==> config.mk <==
export PLATFORM = sky130hd
export DESIGN_NAME = bitmap_id_allocator
export DESIGN_NICKNAME = d
export VERILOG_FILES = /design/src/bia_pkg.sv /design/src/bia_map_ram.sv /design/src/bia_word_scan.sv /design/src/bitmap_id_allocator.sv
export SDC_FILE = /design/constraint.sdc
export NUM_CORES = 2
export LEC_CHECK = 0
export ABC_AREA = 1
export CORE_MARGIN = 2
export CORE_UTILIZATION = 46
export DETAILED_ROUTE_END_ITERATION = 12
export DONT_BUFFER_PORTS = 1
export GPL_TIMING_DRIVEN = 0
export PLACE_DENSITY = 0.6
export REMOVE_ABC_BUFFERS = 1
export SLEW_MARGIN = 20
export SYNTH_ARGS = -nofsm -noshare
export SYNTH_HDL_FRONTEND = slang
export SYNTH_HIERARCHICAL = 1
export SYNTH_SLANG_ARGS = --single-unit
==> constraint.sdc <==
create_clock -name clock -period 6.8 [get_ports clock]
set_input_delay 0.68 -clock clock [delete_from_list [all_inputs] [get_ports clock]]
set_output_delay 0.68 -clock clock [all_outputs]
set_load 0.05 [all_outputs]
==> src/bia_pkg.sv <==
package bia_pkg;

   // Field widths of the request, response and register words.
   localparam int CMD_W      = 2;
   localparam int ID_W       = 10;
   localparam int CSR_W      = 11;
   localparam int ST_W       = 2;
   localparam int REQ_DATA_W = 16;
   localparam int RSP_DATA_W = 16;
   localparam int RSP_PAD    = RSP_DATA_W - ST_W - ID_W;

   // Reset value of the id limit register.
   localparam int LIMIT_RESET = 1024;

   // Request commands.
   localparam logic [CMD_W-1:0] CMD_GET_LOW  = 2'd0;
   localparam logic [CMD_W-1:0] CMD_GET_NEXT = 2'd1;
   localparam logic [CMD_W-1:0] CMD_PUT      = 2'd2;

   // Response status codes.
   localparam logic [ST_W-1:0] STS_OK   = 2'd0;
   localparam logic [ST_W-1:0] STS_BUSY = 2'd1;
   localparam logic [ST_W-1:0] STS_BAD  = 2'd2;

   // Sequencer states.
   typedef enum logic [2:0] {
      S_CLEAR,
      S_IDLE,
      S_SCAN,
      S_SEEK,
      S_FREE_CHK,
      S_DONE
   } state_type;

endpackage

==> src/bia_map_ram.sv <==
module bia_map_ram
   import bia_pkg::*;
#(
   parameter int DEPTH = 32,
   parameter int WIDTH = 32,
   parameter int AW    = 5
) (
   input  logic             clock,
   input  logic             wr_en,
   input  logic [AW-1:0]    wr_addr,
   input  logic [WIDTH-1:0] wr_data,
   input  logic [AW-1:0]    rd_addr,
   output logic [WIDTH-1:0] rd_data
);

   logic [WIDTH-1:0] mem_ff [DEPTH];
   logic [WIDTH-1:0] rd_data_ff;

   always_ff @(posedge clock) begin
      if (wr_en) begin
         mem_ff[wr_addr] <= wr_data;
      end
   end

   // Read data is registered: it shows the word addressed in the previous cycle.
   always_ff @(posedge clock) begin
      rd_data_ff <= mem_ff[rd_addr];
   end

   assign rd_data = rd_data_ff;

endmodule

==> src/bia_word_scan.sv <==
module bia_word_scan
   import bia_pkg::*;
#(
   parameter int WORD_BITS = 32,
   parameter int CNT_W     = 11,
   localparam int BW       = $clog2(WORD_BITS)
) (
   input  logic [WORD_BITS-1:0] map_word,
   input  logic [CNT_W-1:0]     base,
   input  logic [BW-1:0]        lo,
   input  logic [CNT_W-1:0]     lim,
   output logic                 found,
   output logic [BW-1:0]        bit_idx
);

   logic [CNT_W-1:0]     span;
   logic [WORD_BITS-1:0] free_v;

   // Number of ids from this word's base up to the limit, zero if the limit lies at or below it.
   assign span = (lim > base) ? (lim - base) : '0;

   always_comb begin
      for (int i = 0; i < WORD_BITS; i++) begin
         free_v[i] = !map_word[i] && (BW'(i) >= lo) && (CNT_W'(i) < span);
      end
   end

   // Lowest free bit wins.
   always_comb begin
      found   = 1'b0;
      bit_idx = '0;
      for (int i = WORD_BITS - 1; i >= 0; i--) begin
         if (free_v[i]) begin
            found   = 1'b1;
            bit_idx = BW'(i);
         end
      end
   end

endmodule

==> src/bitmap_id_allocator.sv <==
// Sequence: a get scans map words upward from its start word until it finds a free id below
// the limit, and answers busy if it runs out of words; a full map, an out-of-range free or an
// unknown command goes straight to the response; a free walks word bases up to the id's word.
// Throughput: one request at a time; the next is taken in the cycle after the response loads.
// Reset (synchronous, active high) clears the control state and starts a clearing pass
// over every map word, during which no request is taken.
module bitmap_id_allocator
   import bia_pkg::*;
#(
   parameter int MAX_IDS   = 1024,
   parameter int WORD_BITS = 32
) (
   input  logic                  clock,
   input  logic                  reset,
   input  logic                  req_tvalid,
   output logic                  req_tready,
   input  logic [REQ_DATA_W-1:0] req_tdata,   // cmd [1:0], put_id [11:2], zero [15:12]
   output logic                  rsp_tvalid,
   input  logic                  rsp_tready,
   output logic [RSP_DATA_W-1:0] rsp_tdata,   // status [1:0], given_id [11:2], zero [15:12]
   input  logic                  csr_wen,
   input  logic [CSR_W-1:0]      csr_wdata
);

   // The used-bit map lives in a one-read, one-write memory of MAP_WORDS words.
   // Counters that hold ids, limits and word bases share one width, CNT_W, wide
   // enough for the register value and for a base one word past the end.
   localparam int MAP_WORDS = (MAX_IDS + WORD_BITS - 1) / WORD_BITS;
   localparam int AW        = (MAP_WORDS > 1) ? $clog2(MAP_WORDS) : 1;
   localparam int WPW       = $clog2(MAP_WORDS + 1);
   localparam int BW        = $clog2(WORD_BITS);
   localparam int SPAN_W    = $clog2((MAP_WORDS + 1) * WORD_BITS + 1);
   localparam int CNT_W     = (SPAN_W > CSR_W) ? SPAN_W : CSR_W;
   localparam int RESET_LIM = (MAX_IDS < LIMIT_RESET) ? MAX_IDS : LIMIT_RESET;

   localparam logic [CNT_W-1:0] WB_STEP   = CNT_W'(WORD_BITS);
   localparam logic [CNT_W-1:0] MAX_LIM   = CNT_W'(MAX_IDS);
   localparam logic [BW-1:0]    LAST_BIT  = BW'(WORD_BITS - 1);
   localparam logic [WPW-1:0]   LAST_WORD = WPW'(MAP_WORDS - 1);

   state_type state_ff, state_in;

   // Effective limit, already saturated to MAX_IDS when the register is written.
   logic [CNT_W-1:0] lim_ff, lim_in;
   logic [CNT_W-1:0] used_ff, used_in;

   // Start of the next increasing scan, kept as word, word base and bit so that
   // no division is needed to find its word.
   logic [WPW-1:0]   ns_word_ff, ns_word_in;
   logic [CNT_W-1:0] ns_base_ff, ns_base_in;
   logic [BW-1:0]    ns_bit_ff, ns_bit_in;

   // Read pointer: word issued to the memory and its base id. It also serves as
   // the clearing counter and as the word walker of a free.
   logic [WPW-1:0]   rd_word_ff, rd_word_in;
   logic [CNT_W-1:0] rd_base_ff, rd_base_in;

   // Word under check: the one whose data the memory shows this cycle.
   logic             chk_valid_ff, chk_valid_in;
   logic [WPW-1:0]   chk_word_ff, chk_word_in;
   logic [CNT_W-1:0] chk_base_ff, chk_base_in;
   logic [BW-1:0]    chk_lo_ff, chk_lo_in;

   logic [ID_W-1:0]  pid_ff, pid_in;
   logic [ST_W-1:0]  res_status_ff, res_status_in;
   logic [ID_W-1:0]  res_id_ff, res_id_in;

   logic                  rsp_valid_ff, rsp_valid_in;
   logic [RSP_DATA_W-1:0] rsp_data_ff, rsp_data_in;

   logic                 mem_wr_en;
   logic [AW-1:0]        mem_wr_addr;
   logic [WORD_BITS-1:0] mem_wr_data;
   logic [AW-1:0]        mem_rd_addr;
   logic [WORD_BITS-1:0] mem_rd_data;

   logic                 scan_found;
   logic [BW-1:0]        scan_bit;

   logic                 req_fire;
   logic [CMD_W-1:0]     req_cmd;
   logic [ID_W-1:0]      req_pid;
   logic                 is_get;
   logic                 map_full;
   logic [CNT_W-1:0]     ns_lin;
   logic                 use_ns;
   logic [WPW-1:0]       start_word;
   logic [CNT_W-1:0]     start_base;
   logic [BW-1:0]        start_lo;
   logic                 issue_ok;
   logic                 seek_hit;
   logic [CNT_W-1:0]     hit_id;
   logic [BW-1:0]        put_bit;
   logic                 put_used;
   logic                 out_free;

   // ------------------------------------------------------------------
   // Map memory and the word scanner, the one unit that every get reuses.
   // ------------------------------------------------------------------
   bia_map_ram #(
      .DEPTH (MAP_WORDS),
      .WIDTH (WORD_BITS),
      .AW    (AW)
   ) u_map (
      .clock   (clock),
      .wr_en   (mem_wr_en),
      .wr_addr (mem_wr_addr),
      .wr_data (mem_wr_data),
      .rd_addr (mem_rd_addr),
      .rd_data (mem_rd_data)
   );

   bia_word_scan #(
      .WORD_BITS (WORD_BITS),
      .CNT_W     (CNT_W)
   ) u_scan (
      .map_word (mem_rd_data),
      .base     (chk_base_ff),
      .lo       (chk_lo_ff),
      .lim      (lim_ff),
      .found    (scan_found),
      .bit_idx  (scan_bit)
   );

   // ------------------------------------------------------------------
   // Decode of the request word and of the sequencer's conditions.
   // ------------------------------------------------------------------
   assign req_tready = (state_ff == S_IDLE);
   assign req_fire   = req_tvalid && req_tready;
   assign req_cmd    = req_tdata[CMD_W-1:0];
   assign req_pid    = req_tdata[CMD_W +: ID_W];
   assign is_get     = (req_cmd == CMD_GET_LOW) || (req_cmd == CMD_GET_NEXT);

   // The full test uses >= so that a lowered limit with ids still in use
   // keeps answering busy.
   assign map_full = (used_ff >= lim_ff);
   assign ns_lin   = ns_base_ff + CNT_W'(ns_bit_ff);
   assign use_ns   = (req_cmd == CMD_GET_NEXT) && (ns_lin < lim_ff);

   // An increasing get starts at the stored pointer while it lies below the limit; everything else at id zero.
   assign start_word = use_ns ? ns_word_ff : '0;
   assign start_base = use_ns ? ns_base_ff : '0;
   assign start_lo   = use_ns ? ns_bit_ff  : '0;

   // A word is fetched only while its first id is below the limit.
   assign issue_ok = (rd_base_ff < lim_ff);
   assign seek_hit = (CNT_W'(pid_ff) < rd_base_ff + WB_STEP);
   assign hit_id   = chk_base_ff + CNT_W'(scan_bit);
   assign put_bit  = BW'(CNT_W'(pid_ff) - chk_base_ff);
   assign put_used = mem_rd_data[put_bit];
   assign out_free = !rsp_valid_ff || rsp_tready;

   // ------------------------------------------------------------------
   // Next state.
   // ------------------------------------------------------------------
   always_comb begin
      state_in = state_ff;
      case (state_ff)
         S_CLEAR: begin
            if (rd_word_ff == LAST_WORD) begin
               state_in = S_IDLE;
            end
         end
         S_IDLE: begin
            if (req_fire) begin
               if (is_get) begin
                  state_in = map_full ? S_DONE : S_SCAN;
               end else if (req_cmd == CMD_PUT) begin
                  state_in = (CNT_W'(req_pid) >= lim_ff) ? S_DONE : S_SEEK;
               end else begin
                  state_in = S_DONE;
               end
            end
         end
         S_SCAN: begin
            // Stop on a hit, or once the pipeline has run dry below the limit.
            if (!chk_valid_ff || scan_found) begin
               state_in = S_DONE;
            end
         end
         S_SEEK: begin
            if (seek_hit) begin
               state_in = S_FREE_CHK;
            end
         end
         S_FREE_CHK: begin
            state_in = S_DONE;
         end
         S_DONE: begin
            if (out_free) begin
               state_in = S_IDLE;
            end
         end
         default: begin
            state_in = S_CLEAR;
         end
      endcase
   end

   // ------------------------------------------------------------------
   // Datapath and memory control.
   // ------------------------------------------------------------------
   always_comb begin
      lim_in        = lim_ff;
      used_in       = used_ff;
      ns_word_in    = ns_word_ff;
      ns_base_in    = ns_base_ff;
      ns_bit_in     = ns_bit_ff;
      rd_word_in    = rd_word_ff;
      rd_base_in    = rd_base_ff;
      chk_valid_in  = 1'b0;
      chk_word_in   = chk_word_ff;
      chk_base_in   = chk_base_ff;
      chk_lo_in     = chk_lo_ff;
      pid_in        = pid_ff;
      res_status_in = res_status_ff;
      res_id_in     = res_id_ff;
      rsp_valid_in  = rsp_valid_ff && !rsp_tready;
      rsp_data_in   = rsp_data_ff;
      mem_wr_en     = 1'b0;
      mem_wr_addr   = chk_word_ff[AW-1:0];
      mem_wr_data   = '0;
      mem_rd_addr   = rd_word_ff[AW-1:0];

      // The limit register may be written in any state; values above MAX_IDS saturate.
      if (csr_wen) begin
         lim_in = (CNT_W'(csr_wdata) > MAX_LIM) ? MAX_LIM : CNT_W'(csr_wdata);
      end

      case (state_ff)
         S_CLEAR: begin
            // One map word is zeroed per cycle after reset.
            mem_wr_en   = 1'b1;
            mem_wr_addr = rd_word_ff[AW-1:0];
            rd_word_in  = rd_word_ff + WPW'(1);
         end
         S_IDLE: begin
            if (req_fire) begin
               pid_in        = req_pid;
               res_status_in = STS_OK;
               res_id_in     = '0;
               if (is_get) begin
                  if (map_full) begin
                     res_status_in = STS_BUSY;
                  end else begin
                     // The pointer has reached the limit: an increasing get
                     // restarts from zero and the pointer goes back to zero.
                     if ((req_cmd == CMD_GET_NEXT) && !use_ns) begin
                        ns_word_in = '0;
                        ns_base_in = '0;
                        ns_bit_in  = '0;
                     end
                     // The first word is fetched right away.
                     mem_rd_addr  = start_word[AW-1:0];
                     chk_valid_in = 1'b1;
                     chk_word_in  = start_word;
                     chk_base_in  = start_base;
                     chk_lo_in    = start_lo;
                     rd_word_in   = start_word + WPW'(1);
                     rd_base_in   = start_base + WB_STEP;
                  end
               end else if (req_cmd == CMD_PUT) begin
                  if (CNT_W'(req_pid) >= lim_ff) begin
                     res_status_in = STS_BAD;
                  end else begin
                     rd_word_in = '0;
                     rd_base_in = '0;
                  end
               end else begin
                  res_status_in = STS_BAD;
               end
            end
         end
         S_SCAN: begin
            // Fetch the next word while the scanner checks the current one.
            if (issue_ok) begin
               chk_valid_in = 1'b1;
               chk_word_in  = rd_word_ff;
               chk_base_in  = rd_base_ff;
               chk_lo_in    = '0;
               rd_word_in   = rd_word_ff + WPW'(1);
               rd_base_in   = rd_base_ff + WB_STEP;
            end
            if (chk_valid_ff && scan_found) begin
               mem_wr_en   = 1'b1;
               mem_wr_addr = chk_word_ff[AW-1:0];
               mem_wr_data = mem_rd_data | (WORD_BITS'(1) << scan_bit);
               used_in     = used_ff + CNT_W'(1);
               res_id_in   = hit_id[ID_W-1:0];
               // A hit at or past the pointer moves it upward, to one past the id just given.
               if (hit_id >= ns_lin) begin
                  if (scan_bit == LAST_BIT) begin
                     ns_word_in = chk_word_ff + WPW'(1);
                     ns_base_in = chk_base_ff + WB_STEP;
                     ns_bit_in  = '0;
                  end else begin
                     ns_word_in = chk_word_ff;
                     ns_base_in = chk_base_ff;
                     ns_bit_in  = scan_bit + BW'(1);
                  end
               end
            end else if (!chk_valid_ff) begin
               res_status_in = STS_BUSY;
            end
         end
         S_SEEK: begin
            // Walk word bases until the one holding the freed id, then fetch it.
            if (seek_hit) begin
               chk_word_in = rd_word_ff;
               chk_base_in = rd_base_ff;
            end else begin
               rd_word_in = rd_word_ff + WPW'(1);
               rd_base_in = rd_base_ff + WB_STEP;
            end
         end
         S_FREE_CHK: begin
            if (put_used) begin
               mem_wr_en   = 1'b1;
               mem_wr_addr = chk_word_ff[AW-1:0];
               mem_wr_data = mem_rd_data & ~(WORD_BITS'(1) << put_bit);
               used_in     = (used_ff != '0) ? (used_ff - CNT_W'(1)) : used_ff;
            end else begin
               res_status_in = STS_BAD;
            end
         end
         S_DONE: begin
            // The result moves to the output register once it is empty or being taken.
            if (out_free) begin
               rsp_valid_in = 1'b1;
               rsp_data_in  = {{RSP_PAD{1'b0}}, res_id_ff, res_status_ff};
            end
         end
         default: begin
         end
      endcase
   end

   // ------------------------------------------------------------------
   // Registers.
   // ------------------------------------------------------------------
   always_ff @(posedge clock) begin
      if (reset) begin
         state_ff     <= S_CLEAR;
         lim_ff       <= CNT_W'(RESET_LIM);
         used_ff      <= '0;
         ns_word_ff   <= '0;
         ns_base_ff   <= '0;
         ns_bit_ff    <= '0;
         rd_word_ff   <= '0;
         rd_base_ff   <= '0;
         chk_valid_ff <= 1'b0;
         rsp_valid_ff <= 1'b0;
      end else begin
         state_ff     <= state_in;
         lim_ff       <= lim_in;
         used_ff      <= used_in;
         ns_word_ff   <= ns_word_in;
         ns_base_ff   <= ns_base_in;
         ns_bit_ff    <= ns_bit_in;
         rd_word_ff   <= rd_word_in;
         rd_base_ff   <= rd_base_in;
         chk_valid_ff <= chk_valid_in;
         rsp_valid_ff <= rsp_valid_in;
      end
   end

   always_ff @(posedge clock) begin
      chk_word_ff   <= chk_word_in;
      chk_base_ff   <= chk_base_in;
      chk_lo_ff     <= chk_lo_in;
      pid_ff        <= pid_in;
      res_status_ff <= res_status_in;
      res_id_ff     <= res_id_in;
      rsp_data_ff   <= rsp_data_in;
   end

   assign rsp_tvalid = rsp_valid_ff;
   assign rsp_tdata  = rsp_data_ff;

endmodule

==> impl_metrics.csv <==
group,metric,value,unit
outcome,status,"finished, final reports clean",
grt,grt_pass1_wl,235300,µm
timing,rsz0062_at_grt,"true",
floorplanning,fp-row-count,125,
placement,io_buffer_count,0,
critical_path,path_common_cell,"nor2_2",
timing,finalSetupViolCount,0,
timing,hold_violations,0,
critical_path,critical_path.max_fanout,11,
critical_path,worstReg2RegEnd,"ns_word_ff[0]",
grt,grt_max_degree,177,
logic_synthesis,synth_area,53910,µm²
timing,hold_slack,39.53,ps
drt,vias,39370,
logic_synthesis,ys_seq_area_share,63.80,%
cells_and_area,finalNonFillerCells,6947,
clock_network,cts_buffers,121,
grt,grt_usage,25.94,%
grt,grt.overflow.total,0,
clock_network,cts_buffer_depth,3,
placement,gp_congestion,0.9466,
min_path,hp-start,"reset",
floorplanning,die_h,346.3,µm
min_path,hold_end,"lim_ff[2]",
logic_synthesis,yosys_register_bits,1178,
power,peakVddDrop,0.2166,mV
timing,timing.fmax,147.5,MHz
drt,route.detailed.drc,0,
cells_and_area,areaGrowthSynthToFinish,18.00,%
logic_synthesis,yosys_warnings,6,
floorplanning,core,116200,µm²
drt,firstDrtPassIters,6,
critical_path,ff2ff_setup_slack,20,ps
logic_synthesis,avgSynthCellArea,10.28,µm²
drt,viasPerCell,5.667,
power,powerDensity,316.3,nW/µm²
critical_path,cp.required,7420,ps
clock_network,cts-root-buf,"clkbuf_16",
critical_path,endpoint_kind,"flip-flop",
drt,drtIter0Drc,3744,
power,p_leak,24.55,nW
timing,skew,47.64,ps
critical_path,r2r_cells,42,
critical_path,r2r-start,"chk_base_ff[0]",
drt,final_antenna_net_count,0,
critical_path,cp-start-kind,"flip-flop",
timing,fin_crit_sh,99.68,%
logic_synthesis,synth_cells,5245,
drt,wirelength,158500,µm
placement,dp_cells,6652,
cells_and_area,fillers,9746,
floorplanning,die_area,119900,µm²
logic_synthesis,synth_edf_count,1080,
logic_synthesis,ys.flop_type,"edfxtp_1",
placement,dp_hpwl,102000,µm
cells_and_area,ff_latch_area,34400,µm²
cells_and_area,drive_above_1_share,11.43,%
critical_path,crit_arrival,7400,ps
critical_path,slowest_delay,690,ps
clock_network,cts_tree,"yes",
min_path,whs_path_depth,1,
floorplanning,ios,50,
cells_and_area,antennaDiodeCount,0,
timing,max_slew.worst_pin.slew,1116,ps
clock_network,clkSinkCount,1178,
cells_and_area,finalNetCount,5457,
grt,grt_pass1_vias,37140,
grt,antenna_found_initial,0,
critical_path,path_class,"flip-flop to flip-flop",
cells_and_area,post-route-util,54.74,%
logic_synthesis,synth.distinct_cells,62,
floorplanning,start_util,46.39,%
timing,finalMaxSlewViolations,0,
timing,maxSlewHeadroom,25.60,%
flow_run,maxCapViolations,0,
drt,wire_per_inst,22.81,µm
cells_and_area,multi_input_area,17990,µm²
floorplanning,die_width,346.3,µm
min_path,hold_path_class,"primary input to flip-flop",
clock_network,htree_levels,3,
logic_synthesis,synthArstFlopShare,0,%
critical_path,crit_slowest_cell,"a31oi_2",
clock_network,clkLatencyLatePin,750,ps
timing,finalCriticalPeriod,6778,ps
clock_network,clkTransAtPathRegs,70,ps
critical path: cells and delay by family, from the launching register on:
family	cells	cell delay, ps
xor gates and xnor gates	1	220
AOI/OAI and AO/OA	5	1520
DFF	1	420
adders and majority gates	4	1250
buffers and inverters	8	850
and+or+nand+nor	24	2370
registers in the layout (all words and copies together), names as in the netlist, 3 cells and up:
signal / cells
used_ff: 11
lim_ff: 11
pid_ff: 10
u_map/mem_ff: 1024
rd_base_ff: 11
ns_word_ff: 6
rsp_tdata: 12
res_id_ff: 10
ns_base_ff: 11
chk_word_ff: 6
chk_base_ff: 11
rd_word_ff: 6
ns_bit_ff: 5
chk_lo_ff: 5
state_ff: 3
u_map/rd_data: 32
per-layer routing:
layer  GRT usage, %  up-vias  share of wire (%)
met5              0        -                  0
met4          11.24        0                4.3
met3          3.260      334                6.6
met2          42.78     1519                 48
met1          34.58    19200                 41
li1               -    18320                  -
Yosys cell counts, types with 5 or more instances:
library cell  count  share of area (%)
nand2_1        1779                 12
edfxtp_1       1080                 60
nand3_1         880                8.2
inv_1           255                1.8
nor2_1          193                1.3
a21oi_1         118                1.1
o21ai_0         118                1.1
ha_1            103                2.4
dfxtp_1          98                3.6
buf_2            87               0.81
buf_6            69                1.4
clkbuf_1         57               0.40
nor3_1           51               0.47
o22ai_1          42               0.49
buf_4            32               0.45
nand4_1          26               0.30
buf_1            19               0.13
a31oi_1          18               0.21
inv_2            18               0.13
xor2_1           17               0.28
a211oi_1         16               0.22
o21ai_1          16               0.15
nand3_2          12               0.22
nand2_2          11               0.13
nor2_2           11               0.13
o211ai_1         11               0.15
nor4_1           10               0.12
o21bai_1         10               0.14
nand2_4           7               0.15
xnor2_1           7               0.11
a21o_1            5              0.070
fa_1              5               0.19
worst max-delay path by stage:
stage / slack, ps / cells past startpoint / to / from
CTS: 4 / 60 / ns_bit_ff[2] / chk_base_ff[5]
detailed placement: -1290 / 43 / ns_word_ff[2] / lim_ff[0]
global placement: -86060 / 27 / u_map/rd_data[8] / ns_base_ff[0]
floorplan: -36570 / 27 / u_map/rd_data[0] / ns_base_ff[0]
finish: 20 / 42 / ns_word_ff[0] / chk_base_ff[0]
global route: -400 / 65 / ns_bit_ff[2] / chk_base_ff[7]
through the flow:
stage / TNS (ps) / power [mW] / setup WS (ps) / cell area (µm²)
final: 0 / 20.12 / 21.84 / 63610
after global routing: -7871 / 20.94 / -396.0 / 63610
after CTS: 0 / 20.03 / 4.363 / 63100
after detailed placement: -115600 / 13.11 / -1293 / 58420
after global placement: -6788140 / 13.48 / -86060 / 54040
after floorplan: -1170150 / 11.72 / -36570 / 52130
cell type report:
type | count | area share [%]
clock buffers | 161 | 5.234
clock inverters | 68 | 1.198
inverters | 276 | 1.717
multi-input cells | 3531 | 28.28
flip-flops and latches | 1178 | 54.07
well taps | 1524 | 2.998
repair buffers | 208 | 6.475
repair inverters | 1 | 0.02557
cell families after synthesis:
kind of cell	Yosys count	share of synthesized area [%]
buffers and inverters	543	5.248
flip-flops	1178	63.80
other	1	0.006957
XOR/XNOR	25	0.4201
adder cells (fa/ha/maj)	108	2.576
AO/OA/AOI/OAI	388	4.185
AND/OR/NAND/NOR	3002	23.76
cells in the final DEF, fill, tap and decap left out, drive strengths merged, types with 4 or more instances in the layout:
cell type    instances
conb                 4
inv                278
or2                  5
dlygate4sd3         17
o22ai               42
fa                   5
xnor2                8
o211ai              13
a21o                 5
clkinvlp             8
and3                 4
clkinv              47
xor2                17
nand2             1800
o21bai              11
nand3              893
o21ai              137
buf                190
a31oi               18
nor3                54
a31o                 4
bufinv              12
a211oi              16
dfxtp               98
clkbuf             162
nor2               207
nand4               26
a21oi              122
edfxtp            1080
ha                 103
nor4                11
timing repair:
item                                   in CTS  in global routing
resized for setup                          38                 72
hold buffers                               17                  0
buffers inserted                           25                 18
endpoints found under the hold margin      23                  0
gates cloned                                4                  2
setup endpoints to repair                 638                 74
pin swaps                                  19                 35
power breakdown:
group | internal, mW | leakage [nW] | switching [mW]
combinational | 1.71 | 11.4 | 3.24
clock | 3.91 | 1.98 | 2.85
sequential | 8.15 | 11.2 | 0.271
total | 13.8 | 24.6 | 6.36
Note: power is estimated with default switching activity, not from simulation.
